--- config.mk ---
export PLATFORM = sky130hd
export DESIGN_NAME = sbd_cfg
export DESIGN_NICKNAME = d
export VERILOG_FILES = /design/src/sv/separable_blur_decimate_by_two_assert.svh /design/src/sv/sbd_pkg.sv /design/src/sv/sbd_cfg.sv
export SDC_FILE = /design/constraint.sdc
export NUM_CORES = 1
export LEC_CHECK = 0
export ABC_AREA = 0
export BUFFER_PORTS_ARGS = -buffer_cell sky130_fd_sc_hd__buf_2
export CAP_MARGIN = 20
export CORE_MARGIN = 2
export CORE_UTILIZATION = 52
export CTS_BUF_LIST = sky130_fd_sc_hd__clkbuf_4 sky130_fd_sc_hd__clkbuf_8
export DETAILED_ROUTE_END_ITERATION = 10
export PLACE_DENSITY = 0.82
export SLEW_MARGIN = 40
export SYNTH_ARGS = -nofsm -noshare
export SYNTH_HDL_FRONTEND = slang
export SYNTH_SLANG_ARGS = --single-unit
--- constraint.sdc ---
create_clock -name aclk -period 2 [get_ports aclk]
set_clock_uncertainty 0.05 [all_clocks]
set_input_delay 0.5 -clock aclk [delete_from_list [all_inputs] [get_ports aclk]]
set_output_delay 0.5 -clock aclk [all_outputs]
set_load 0.05 [all_outputs]
--- src/sv/separable_blur_decimate_by_two_assert.svh ---
// Assertion macros for the blur and decimate block.
// Used by the top level only; needs no package.
`ifndef SEPARABLE_BLUR_DECIMATE_BY_TWO_ASSERT_SVH
`define SEPARABLE_BLUR_DECIMATE_BY_TWO_ASSERT_SVH

// Same-cycle implication, checked at every rising clock edge outside reset.
`define SBD_ASSERT_IMPLY(label, clk, rstn, ante, cons) \
    label: assert property (@(posedge clk) disable iff (!(rstn)) (ante) |-> (cons)) \
        else $error("sbd assertion failed");

// Next-cycle implication, checked at every rising clock edge outside reset.
`define SBD_ASSERT_NEXT(label, clk, rstn, ante, cons) \
    label: assert property (@(posedge clk) disable iff (!(rstn)) (ante) |=> (cons)) \
        else $error("sbd assertion failed");

`endif

--- src/sv/sbd_pkg.sv ---
// Shared types and constants of the blur and decimate block.
// Used by the top level and sbd_cfg; depends on nothing.
`timescale 1ns / 1ps

package sbd_pkg;

    localparam int PIX_W        = 8;
    localparam int COEF_W       = 8;
    localparam int SHIFT_W      = 4;
    localparam int GEOM_W       = 11;
    localparam int ROW_W        = 10;
    localparam int HEIGHT_LIMIT = 1024;
    localparam int ROW_SUM_W    = 16;
    localparam int MAX_TAPS     = 5;
    localparam int IDX_W        = 3;
    localparam int PROD_W       = COEF_W + ROW_SUM_W;
    localparam int ACC_W        = PROD_W + 3;
    localparam int CFG_IDX_W    = 3;

    typedef enum logic [CFG_IDX_W-1:0] {
        REG_COEF_0       = 3'd0,
        REG_COEF_1       = 3'd1,
        REG_COEF_2       = 3'd2,
        REG_COEF_3       = 3'd3,
        REG_COEF_4       = 3'd4,
        REG_NORM_SHIFT   = 3'd5,
        REG_FRAME_WIDTH  = 3'd6,
        REG_FRAME_HEIGHT = 3'd7
    } cfg_reg_t;

    typedef struct packed {
        logic [MAX_TAPS-1:0][COEF_W-1:0] coef;
        logic [SHIFT_W-1:0]              norm_shift;
        logic [GEOM_W-1:0]               frame_width;
        logic [GEOM_W-1:0]               frame_height;
    } cfg_t;

endpackage

--- src/sv/sbd_cfg.sv ---
// Configuration register file of the blur and decimate block.
// Depends on sbd_pkg for the register indexes and the cfg_t bundle.
`timescale 1ns / 1ps

module sbd_cfg (
    input  logic                          aclk,
    input  logic                          aresetn,
    input  logic                          cfg_valid,
    output logic                          cfg_ready,
    input  logic [sbd_pkg::CFG_IDX_W-1:0] cfg_index,
    input  logic [sbd_pkg::GEOM_W-1:0]    cfg_data,
    output sbd_pkg::cfg_t                 cfg
);

    sbd_pkg::cfg_t cfg_reg;

    assign cfg_ready = 1'b1;
    assign cfg       = cfg_reg;

    always_ff @(posedge aclk) begin
        if (!aresetn) begin
            cfg_reg.coef[0]      <= 8'd1;
            cfg_reg.coef[1]      <= 8'd4;
            cfg_reg.coef[2]      <= 8'd6;
            cfg_reg.coef[3]      <= 8'd4;
            cfg_reg.coef[4]      <= 8'd1;
            cfg_reg.norm_shift   <= 4'd4;
            cfg_reg.frame_width  <= 11'd640;
            cfg_reg.frame_height <= 11'd480;
        end else if (cfg_valid) begin
            unique case (sbd_pkg::cfg_reg_t'(cfg_index))
                sbd_pkg::REG_COEF_0:       cfg_reg.coef[0] <= cfg_data[7:0];
                sbd_pkg::REG_COEF_1:       cfg_reg.coef[1] <= cfg_data[7:0];
                sbd_pkg::REG_COEF_2:       cfg_reg.coef[2] <= cfg_data[7:0];
                sbd_pkg::REG_COEF_3:       cfg_reg.coef[3] <= cfg_data[7:0];
                sbd_pkg::REG_COEF_4:       cfg_reg.coef[4] <= cfg_data[7:0];
                sbd_pkg::REG_NORM_SHIFT:   cfg_reg.norm_shift <= cfg_data[3:0];
                sbd_pkg::REG_FRAME_WIDTH:  cfg_reg.frame_width <= cfg_data;
                sbd_pkg::REG_FRAME_HEIGHT: cfg_reg.frame_height <= cfg_data;
                default: ;
            endcase
        end
    end

endmodule

==> impl_metrics.env, run 1 <==
export IMPL_r2r_end="cfg[11]$_SDFFE_PN0P_"
export IMPL_port_buffers=82
export IMPL_cap_violations=0
export IMPL_finalCritPeriodShare_pct=76.8
export IMPL_layout_drive_gt1_share_pct=32.2
export IMPL_die_w_um=74.2
export IMPL_wl_um=5940
export IMPL_pin_count=84
export IMPL_post_cts_buffers=0
export IMPL_vdd_drop_max_v=0.000412
export IMPL_synthCells=250
export IMPL_drcViolationCount=0
export IMPL_core_area_um2=4720
export IMPL_clk_latency_ns=0.34
export IMPL_grt_pass1_vias=1811
export IMPL_worst_path_max_fanout=2
export IMPL_fill_cells=398
export IMPL_worstHoldPathType="in2reg"
export IMPL_clock_path_buffers=2
export IMPL_leakage_nw=1.68
export IMPL_max_stage_delay_ns=0.37
export IMPL_dpl_hpwl_um=4120
export IMPL_slew_violations=0
export IMPL_grt_pass1_wl_um=9050
export IMPL_status="finished, final reports clean"
export IMPL_min_to="cfg[9]$_SDFFE_PN0P_"
export IMPL_fmax_mhz=651
export IMPL_layout_common_cells="buf_2 (82), mux2i_1 (66), dfxtp_1 (66)"
export IMPL_die_area_um2=5500
export IMPL_worst_slew_pin_slew_ns=0.524
export IMPL_hold_depth=3
export IMPL_power_mw=2.62
export IMPL_powerDensity_nw_per_um2=818
export IMPL_globalplace_congestion=0.773
export IMPL_r2r_slack_ns=1.27
export IMPL_cts_buffers=9
export IMPL_startpoint_type="flip-flop"
export IMPL_cts_resized=0
export IMPL_dr_total_vias=2031
export IMPL_grt_use_total_pct=22.7
export IMPL_syn_nets=267
export IMPL_drtIter0Drc=146
export IMPL_r2r_start="cfg[11]$_SDFFE_PN0P_"
export IMPL_rr_worst_depth=2
export IMPL_rows=25
export IMPL_netlist_area_um2=2560
export IMPL_critical_path_buf_inv_count=1
export IMPL_initial_utilization_pct=54.2
export IMPL_ys_ff_latch=66
export IMPL_crit_type="reg2out"
export IMPL_cts_max_level=3
export IMPL_cp_arrival_ns=0.99
export IMPL_diodes=0
export IMPL_crit_family="flip-flops"
export IMPL_cts_sinks=66
export IMPL_worstPathRequired_ns=1.45
export IMPL_slowest_stage="dfxtp_1"
export IMPL_yosysWarnings=0
export IMPL_vias_per_cell=5.05
export IMPL_final_hold_violation_count=0
export IMPL_ant_nets=0
export IMPL_overflow=0
export IMPL_hold_start="cfg_data[9]"
export IMPL_grt_max_degree=45
export IMPL_clkTransAtPathRegs_ns=0.07
export IMPL_antenna_found_initial=0
export IMPL_seq_area_frac_synth_pct=51.6
export IMPL_min_period_ns=1.54
export IMPL_cts_tree="built"
export IMPL_clock_root_buffer="clkbuf_8"
export IMPL_path_cells="buf_2"
export IMPL_finalSetupViolations=0
export IMPL_area_growth_pct=25.0
export IMPL_max_slew_margin_rel_pct=65.0
export IMPL_detail_route_wl_per_cell_um=14.8
export IMPL_nets=347
export IMPL_drt_pass1_iter_count=4
export IMPL_synth_cell_types=17
export IMPL_rsz0062_at_grt="false"
export IMPL_syn_area_per_cell_um2=10.2
export IMPL_final_common_cell="buf_2"
export IMPL_fin_tns_setup_ns=0
export IMPL_end_kind="primary output"
export IMPL_die_h_um=74.2
export IMPL_cts_hold_fix_buffers=0
export IMPL_largest_reg_flops=66
==> synth_stat cells, drive strengths merged <==
| cell | instances | area share, % |
|---|---|---|
| buf | 10 | 2.5 |
| nand4b | 3 | 1.0 |
| conb | 1 | 0.15 |
| clkbuf | 12 | 1.8 |
| dfxtp | 66 | 52 |
| or4b | 1 | 0.39 |
| nand2 | 64 | 9.4 |
| and4 | 1 | 0.34 |
| nand4bb | 2 | 0.88 |
| nand4 | 1 | 0.24 |
| nor4bb | 1 | 0.39 |
| mux2i | 66 | 26 |
| nor2b | 21 | 5.1 |
| and4b | 1 | 0.39 |
==> per-stage QoR <==
step           setup WS [ns]  util, %  instances  instance area (um2)  hold WS (ns)
4_1_cts                0.464     67.8        402                 3200         0.362
2_1_floorplan          0.415        -        250                 2560         0.592
6_report               0.465     67.8        402                 3200         0.371
3_3_place_gp           0.212     64.2        386                 3030         0.390
5_1_grt                0.436     67.8        402                 3200         0.375
3_5_place_dp           0.200     64.2        386                 3030         0.402
==> layout make-up <==
type | count | area (um2) | share of cell area, %
Timing Repair Buffer | 91 | 490 | 15.3
Clock buffer | 9 | 124 | 3.87
Tap cell | 67 | 83.8 | 2.62
Multi-Input combinational cell | 162 | 1140 | 35.5
Clock inverter | 7 | 45.0 | 1.41
Sequential cell | 66 | 1320 | 41.3
==> power breakdown <==
group | internal, mW | total (mW) | switching, mW
sequential | 1.34 | 1.36 | 0.0151
clock | 0.446 | 0.966 | 0.520
combinational | 0.0840 | 0.294 | 0.210
==> per-layer routing <==
metal | share of wire, % | global-route usage (%) | vias up
li1 | - | - | 988
met1 | 45 | 29.1 | 970
met2 | 48 | 36.2 | 62
met3 | 4.8 | 4.47 | 11
met4 | 2.5 | 12.1 | 0
met5 | 0 | 0 | -
==> worst max-delay path by stage <==
stage	to	from	cells after the start
2_1_floorplan	cfg[29]$_SDFFE_PN0P_	cfg_index[1]	4
3_3_place_gp	cfg[29]$_SDFFE_PN0P_	cfg_index[0]	3
3_5_place_dp	cfg[29]$_SDFFE_PN0P_	cfg_index[0]	3
4_1_cts	cfg[36]	cfg[36]$_SDFFE_PN1P_	1
5_1_grt	cfg[26]	cfg[26]$_SDFFE_PN1P_	1
6_report	cfg[36]	cfg[36]$_SDFFE_PN1P_	1
==> logic make-up after synthesis <==
family                 Yosys count  share of synthesized area [%]
other                            1                          0.146
flip-flops                      66                           51.6
multiplexers                    66                           25.8
AND/OR/NAND/NOR                 95                           18.2
buffers and inverters           22                           4.25
Power figures use the tool's default switching activity.
==> inputs of run 2 (changes only) <==
CORE_UTILIZATION = 47   (was 52)
PLACE_DENSITY = 0.78   (was 0.82)
clock period = 1.4 ns   (was 2 ns; I/O delays follow)
==> run 2 against run 1 <==
Hold slack lost 0.15 ns. Die area grew 10%. Utilization shrank 3.3 points. Cell area grew 4.1%. Routed wire length shrank 1.5%. Critical endpoint is now cfg[41].
==> impl_metrics.env, run 2 (synthesis gave the netlist of run 1 again) <==
export IMPL_finalSetupViolations=0
export IMPL_diodes=0
export IMPL_placed_area_um2=3110
export IMPL_startpoint_type="flip-flop"
export IMPL_ant_nets=0
export IMPL_initial_utilization_pct=49.5
export IMPL_clkTransAtPathRegs_ns=0.07
export IMPL_dpl_hpwl_um=4170
export IMPL_hold_depth=3
export IMPL_area_growth_pct=30.2
export IMPL_clock_root_buffer="clkbuf_8"
export IMPL_fin_area_um2=3330
export IMPL_cts_hold_fix_buffers=0
export IMPL_cap_violations=0
export IMPL_worst_path_max_fanout=2
export IMPL_final_common_cell="buf_2"
export IMPL_leakage_nw=1.75
export IMPL_cts_buffers=9
export IMPL_cp_arrival_ns=0.96
export IMPL_finalWorstSetupSlack_ns=0.0374
export IMPL_post_cts_buffers=0
export IMPL_crit_family="flip-flops"
export IMPL_pin_count=84
export IMPL_end_kind="primary output"
export IMPL_finalCritPeriodShare_pct=97.3
export IMPL_grt_pass1_wl_um=9450
export IMPL_final_hold_violation_count=0
export IMPL_rows=26
export IMPL_min_period_ns=1.36
export IMPL_nets=355
export IMPL_antenna_found_initial=0
export IMPL_slowest_stage="dfxtp_1"
export IMPL_powerDensity_nw_per_um2=1240
export IMPL_globalplace_congestion=0.788
export IMPL_die_area_um2=6050
export IMPL_layout_drive_gt1_share_pct=33.8
export IMPL_detail_route_wl_per_cell_um=14.2
export IMPL_cts_tree="built"
export IMPL_die_h_um=77.8
export IMPL_core_area_um2=5170
export IMPL_cts_resized=0
export IMPL_clock_path_buffers=2
export IMPL_drt_pass1_iter_count=4
export IMPL_cts_sinks=66
export IMPL_min_to="cfg[9]$_SDFFE_PN0P_"
export IMPL_critical_path_buf_inv_count=1
export IMPL_status="finished, final reports clean"
export IMPL_vdd_drop_max_v=0.000689
export IMPL_largest_reg_flops=66
export IMPL_dr_total_vias=2004
export IMPL_r2r_slack_ns=0.71
export IMPL_hold_slack_ns=0.220
export IMPL_path_cells="buf_2"
export IMPL_drcViolationCount=0
export IMPL_vias_per_cell=4.85
export IMPL_r2r_end="cfg[56]$_SDFFE_PN0P_"
export IMPL_rr_worst_depth=2
export IMPL_rsz0062_at_grt="false"
export IMPL_overflow=0
export IMPL_grt_max_degree=32
export IMPL_fmax_mhz=734
export IMPL_final_util_pct=64.4
export IMPL_clk_latency_ns=0.32
export IMPL_hold_start="cfg_data[9]"
export IMPL_port_buffers=82
export IMPL_crit_type="reg2out"
export IMPL_grt_use_total_pct=20.2
export IMPL_place_ws_ns=-0.0713
export IMPL_r2r_start="cfg[56]$_SDFFE_PN0P_"
export IMPL_drtIter0Drc=86
export IMPL_grt_pass1_vias=1884
export IMPL_worstPathRequired_ns=1.00
export IMPL_slew_violations=0
export IMPL_layout_common_cells="buf_2 (81), mux2i_1 (66), dfxtp_1 (66)"
export IMPL_die_w_um=77.8
export IMPL_max_stage_delay_ns=0.35
export IMPL_worstHoldPathType="in2reg"
export IMPL_wl_um=5860
export IMPL_cts_max_level=3
## run 2: cell count changes in the layout (fill, tap and decap cells not counted), sizes merged
cell,delta
bufinv,+2
inv,-1
buf,+7
clkbuf,+3
clkinv,-3
## run 2: worst max-delay path by stage
stage                                     from              endpoint  depth (start not counted)
after floorplan                   cfg_index[1]  cfg[29]$_SDFFE_PN0P_                          4
after detailed placement          cfg_index[1]  cfg[30]$_SDFFE_PN0P_                          4
after global routing      cfg[51]$_SDFFE_PN0P_               cfg[51]                          1
after CTS                 cfg[65]$_SDFFE_PN0P_               cfg[65]                          1
after global placement            cfg_index[1]  cfg[30]$_SDFFE_PN0P_                          4
final                     cfg[41]$_SDFFE_PN0P_               cfg[41]                          1
## run 2: routing by layer
layer / global-route usage [%] / share of wire, %
met4: 7.14 / 1.5
met2: 32.4 / 46
met3: 5.47 / 6.1
met1: 26.2 / 47
met5: 0 / 0
## run 2: cell type report
class / count / area [um2]
Clock buffer: 11 / 145
Clock inverter: 5 / 77.6
Fill cell: 451 / 1840
Multi-Input combinational cell: 162 / 1140
Sequential cell: 66 / 1320
Tap cell: 70 / 87.6
Timing Repair Buffer: 99 / 566
## run 2: where the power goes
part | leakage [nW] | internal, mW | total (mW) | switching (mW)
logic | 1.10 | 0.136 | 0.438 | 0.302
registers | 0.535 | 1.92 | 1.94 | 0.0207
clock network | 0.113 | 1.07 | 1.77 | 0.701
## run 2: stage by stage
stage / setup TNS [ns] / cells / power, mW
global placement: -0.656 / 397 / 2.41
global route: 0 / 413 / 4.28
CTS: 0 / 413 / 4.18
floorplan: -0.132 / 250 / 2.29
detailed placement: -0.786 / 397 / 2.42
finish: 0 / 413 / 4.14
==> inputs of run 3 (changes only) <==
clock period = 1.2 ns   (was 1.4 ns; I/O delays follow)
==> run 3 against run 2 <==
Highest routed layer unchanged. Total power up 9.6%. Largest power group unchanged. Sequential share of layout area is 5.8 points lower. Die area stayed put. The run now ends with negative setup slack left. First-iteration DRC count fell by 19%.
==> impl_metrics.env, run 3 (synthesis gave the netlist of run 1 again) <==
export IMPL_layout_drive_gt1_share_pct=56.3
export IMPL_grt_use_met3_pct=4.65
export IMPL_final_util_pct=80.3
export IMPL_dpl_hpwl_um=4350
export IMPL_crit_end="cfg[41]"
export IMPL_finalCritPeriodShare_pct=101
export IMPL_r2r_end="cfg[44]$_SDFFE_PN1P_"
export IMPL_cts_hold_fix_buffers=0
export IMPL_finalSetupViolations=9
export IMPL_die_w_um=77.8
export IMPL_fin_tns_setup_ns=-0.0632
export IMPL_globalplace_congestion=0.813
export IMPL_rows=26
export IMPL_worst_path_max_fanout=2
export IMPL_fin_area_um2=4150
export IMPL_worstHoldPathType="in2reg"
export IMPL_port_buffers=82
export IMPL_seq_area_um2=1400
export IMPL_fill_cells=318
export IMPL_power_mw=4.54
export IMPL_vdd_drop_max_v=0.000843
export IMPL_r2r_start="cfg[44]$_SDFFE_PN1P_"
export IMPL_grt_use_total_pct=23.6
export IMPL_drtIter0Drc=70
export IMPL_clkTransAtPathRegs_ns=0.07
export IMPL_placed_area_um2=3170
export IMPL_leakage_nw=2.00
export IMPL_crit_start="cfg[41]$_SDFFE_PN0P_"
export IMPL_final_hold_violation_count=0
export IMPL_powerDensity_nw_per_um2=1090
export IMPL_max_stage_delay_ns=0.37
export IMPL_ant_nets=0
export IMPL_cap_violations=0
export IMPL_violations="negative setup slack"
export IMPL_cts_sinks=66
export IMPL_startpoint_type="flip-flop"
export IMPL_busiest_layer="met2"
export IMPL_nets=380
export IMPL_clock_path_buffers=2
export IMPL_pin_count=84
export IMPL_antenna_found_initial=0
export IMPL_place_ws_ns=-0.230
export IMPL_worstPathRequired_ns=0.85
export IMPL_die_area_um2=6050
export IMPL_core_area_um2=5170
export IMPL_r2r_slack_ns=0.28
export IMPL_clk_latency_ns=0.33
export IMPL_status="finished, violations left"
export IMPL_end_kind="primary output"
export IMPL_drcViolationCount=0
export IMPL_cts_tree="built"
export IMPL_hold_depth=3
export IMPL_overflow=0
export IMPL_rr_worst_depth=4
export IMPL_critical_path_buf_inv_count=1
export IMPL_diodes=0
export IMPL_fmax_mhz=822
export IMPL_min_period_ns=1.22
export IMPL_initial_utilization_pct=49.5
export IMPL_grt_max_degree=31
export IMPL_place_inst=405
export IMPL_multiInputGateArea_um2=1140
export IMPL_drt_pass1_iter_count=4
export IMPL_rsz0062_at_grt="true"
export IMPL_grt_pass1_wl_um=10900
export IMPL_die_h_um=77.8
export IMPL_hold_slack_ns=0.155
export IMPL_slew_violations=0
export IMPL_use_met1_pct=27.9
export IMPL_instances_no_fill=438
export IMPL_cts_buffers=9
export IMPL_slowest_stage="dfxtp_2"
export IMPL_finalWorstSetupSlack_ns=-0.0163
export IMPL_wl_um=6980
export IMPL_cp_arrival_ns=0.87
export IMPL_detail_route_wl_per_cell_um=15.9
export IMPL_vias_per_cell=4.94
export IMPL_gr_usage_met2_pct=40.2
export IMPL_path_cells="buf_8"
export IMPL_crit_type="reg2out"
export IMPL_area_growth_pct=62.2
export IMPL_cts_max_level=3
export IMPL_crit_family="flip-flops"
export IMPL_largest_reg_flops=66
export IMPL_cp_num_cells=1
export IMPL_layout_common_cells="mux2i_1 (66), dfxtp_2 (66), nand2_1 (64)"
export IMPL_grt_pass1_vias=2220
export IMPL_clock_root_buffer="clkbuf_8"
export IMPL_dr_total_vias=2165
-- run 3: changes by cell type in the layout (fill, tap and decap cells not counted), moves of 15 or more --
cell / before / now
buf_2: 81 / 16
buf_4: 15 / 40
buf_6: 0 / 15
buf_8: 0 / 51
dfxtp_1: 66 / 0
dfxtp_2: 0 / 66
-- run 3: worst register-to-register path: cells and delay by family, from the launching register on --
family                 cells  cell delay [ns]
DFF                        1             0.34
muxes                      1             0.07
buffers and inverters      2             0.25
and+or+nand+nor            1             0.09
-- run 3: where the power goes --
group / internal (mW) / switching (mW) / total, mW
Clock: 0.739 / 0.871 / 1.61
Sequential: 2.25 / 0.0440 / 2.29
Combinational: 0.272 / 0.367 / 0.639
Total: 3.26 / 1.28 / 4.54
-- run 3: what timing repair did --
| item | 4_1_cts | 5_1_grt |
|---|---|---|
| setup buffers | 6 | 11 |
| resized for setup | 220 | 29 |
| endpoints found under the hold margin | 0 | 0 |
| endpoints found under the setup margin | 66 | 63 |
-- run 3: cell type report --
cell class                 instances  share of cell area, %
timing repair buffer             124                   32.6
multi-input combinational        162                   27.4
tap                               70                   2.11
sequential                        66                   33.8
clock buffer                       9                   2.98
clock inverter                     7                   1.11
-- run 3: worst min-delay path by stage --
stage	endpoint	startpoint	slack, ns
floorplan	cfg[19]$_SDFFE_PN0P_	cfg_data[8]	0.39
finish	cfg[19]$_SDFFE_PN0P_	cfg_data[8]	0.15
CTS	cfg[19]$_SDFFE_PN0P_	cfg_data[8]	0.14
global route	cfg[19]$_SDFFE_PN0P_	cfg_data[8]	0.17
global placement	cfg[49]$_SDFFE_PN0P_	cfg[49]$_SDFFE_PN0P_	0.39
detailed placement	cfg[45]$_SDFFE_PN0P_	cfg[45]$_SDFFE_PN0P_	0.39
-- run 3: routing by layer --
layer	vias to the layer above	share of wire [%]
met5	-	0
met4	0	2.3
met3	12	4.5
met2	64	50
met1	1036	43
li1	1053	-
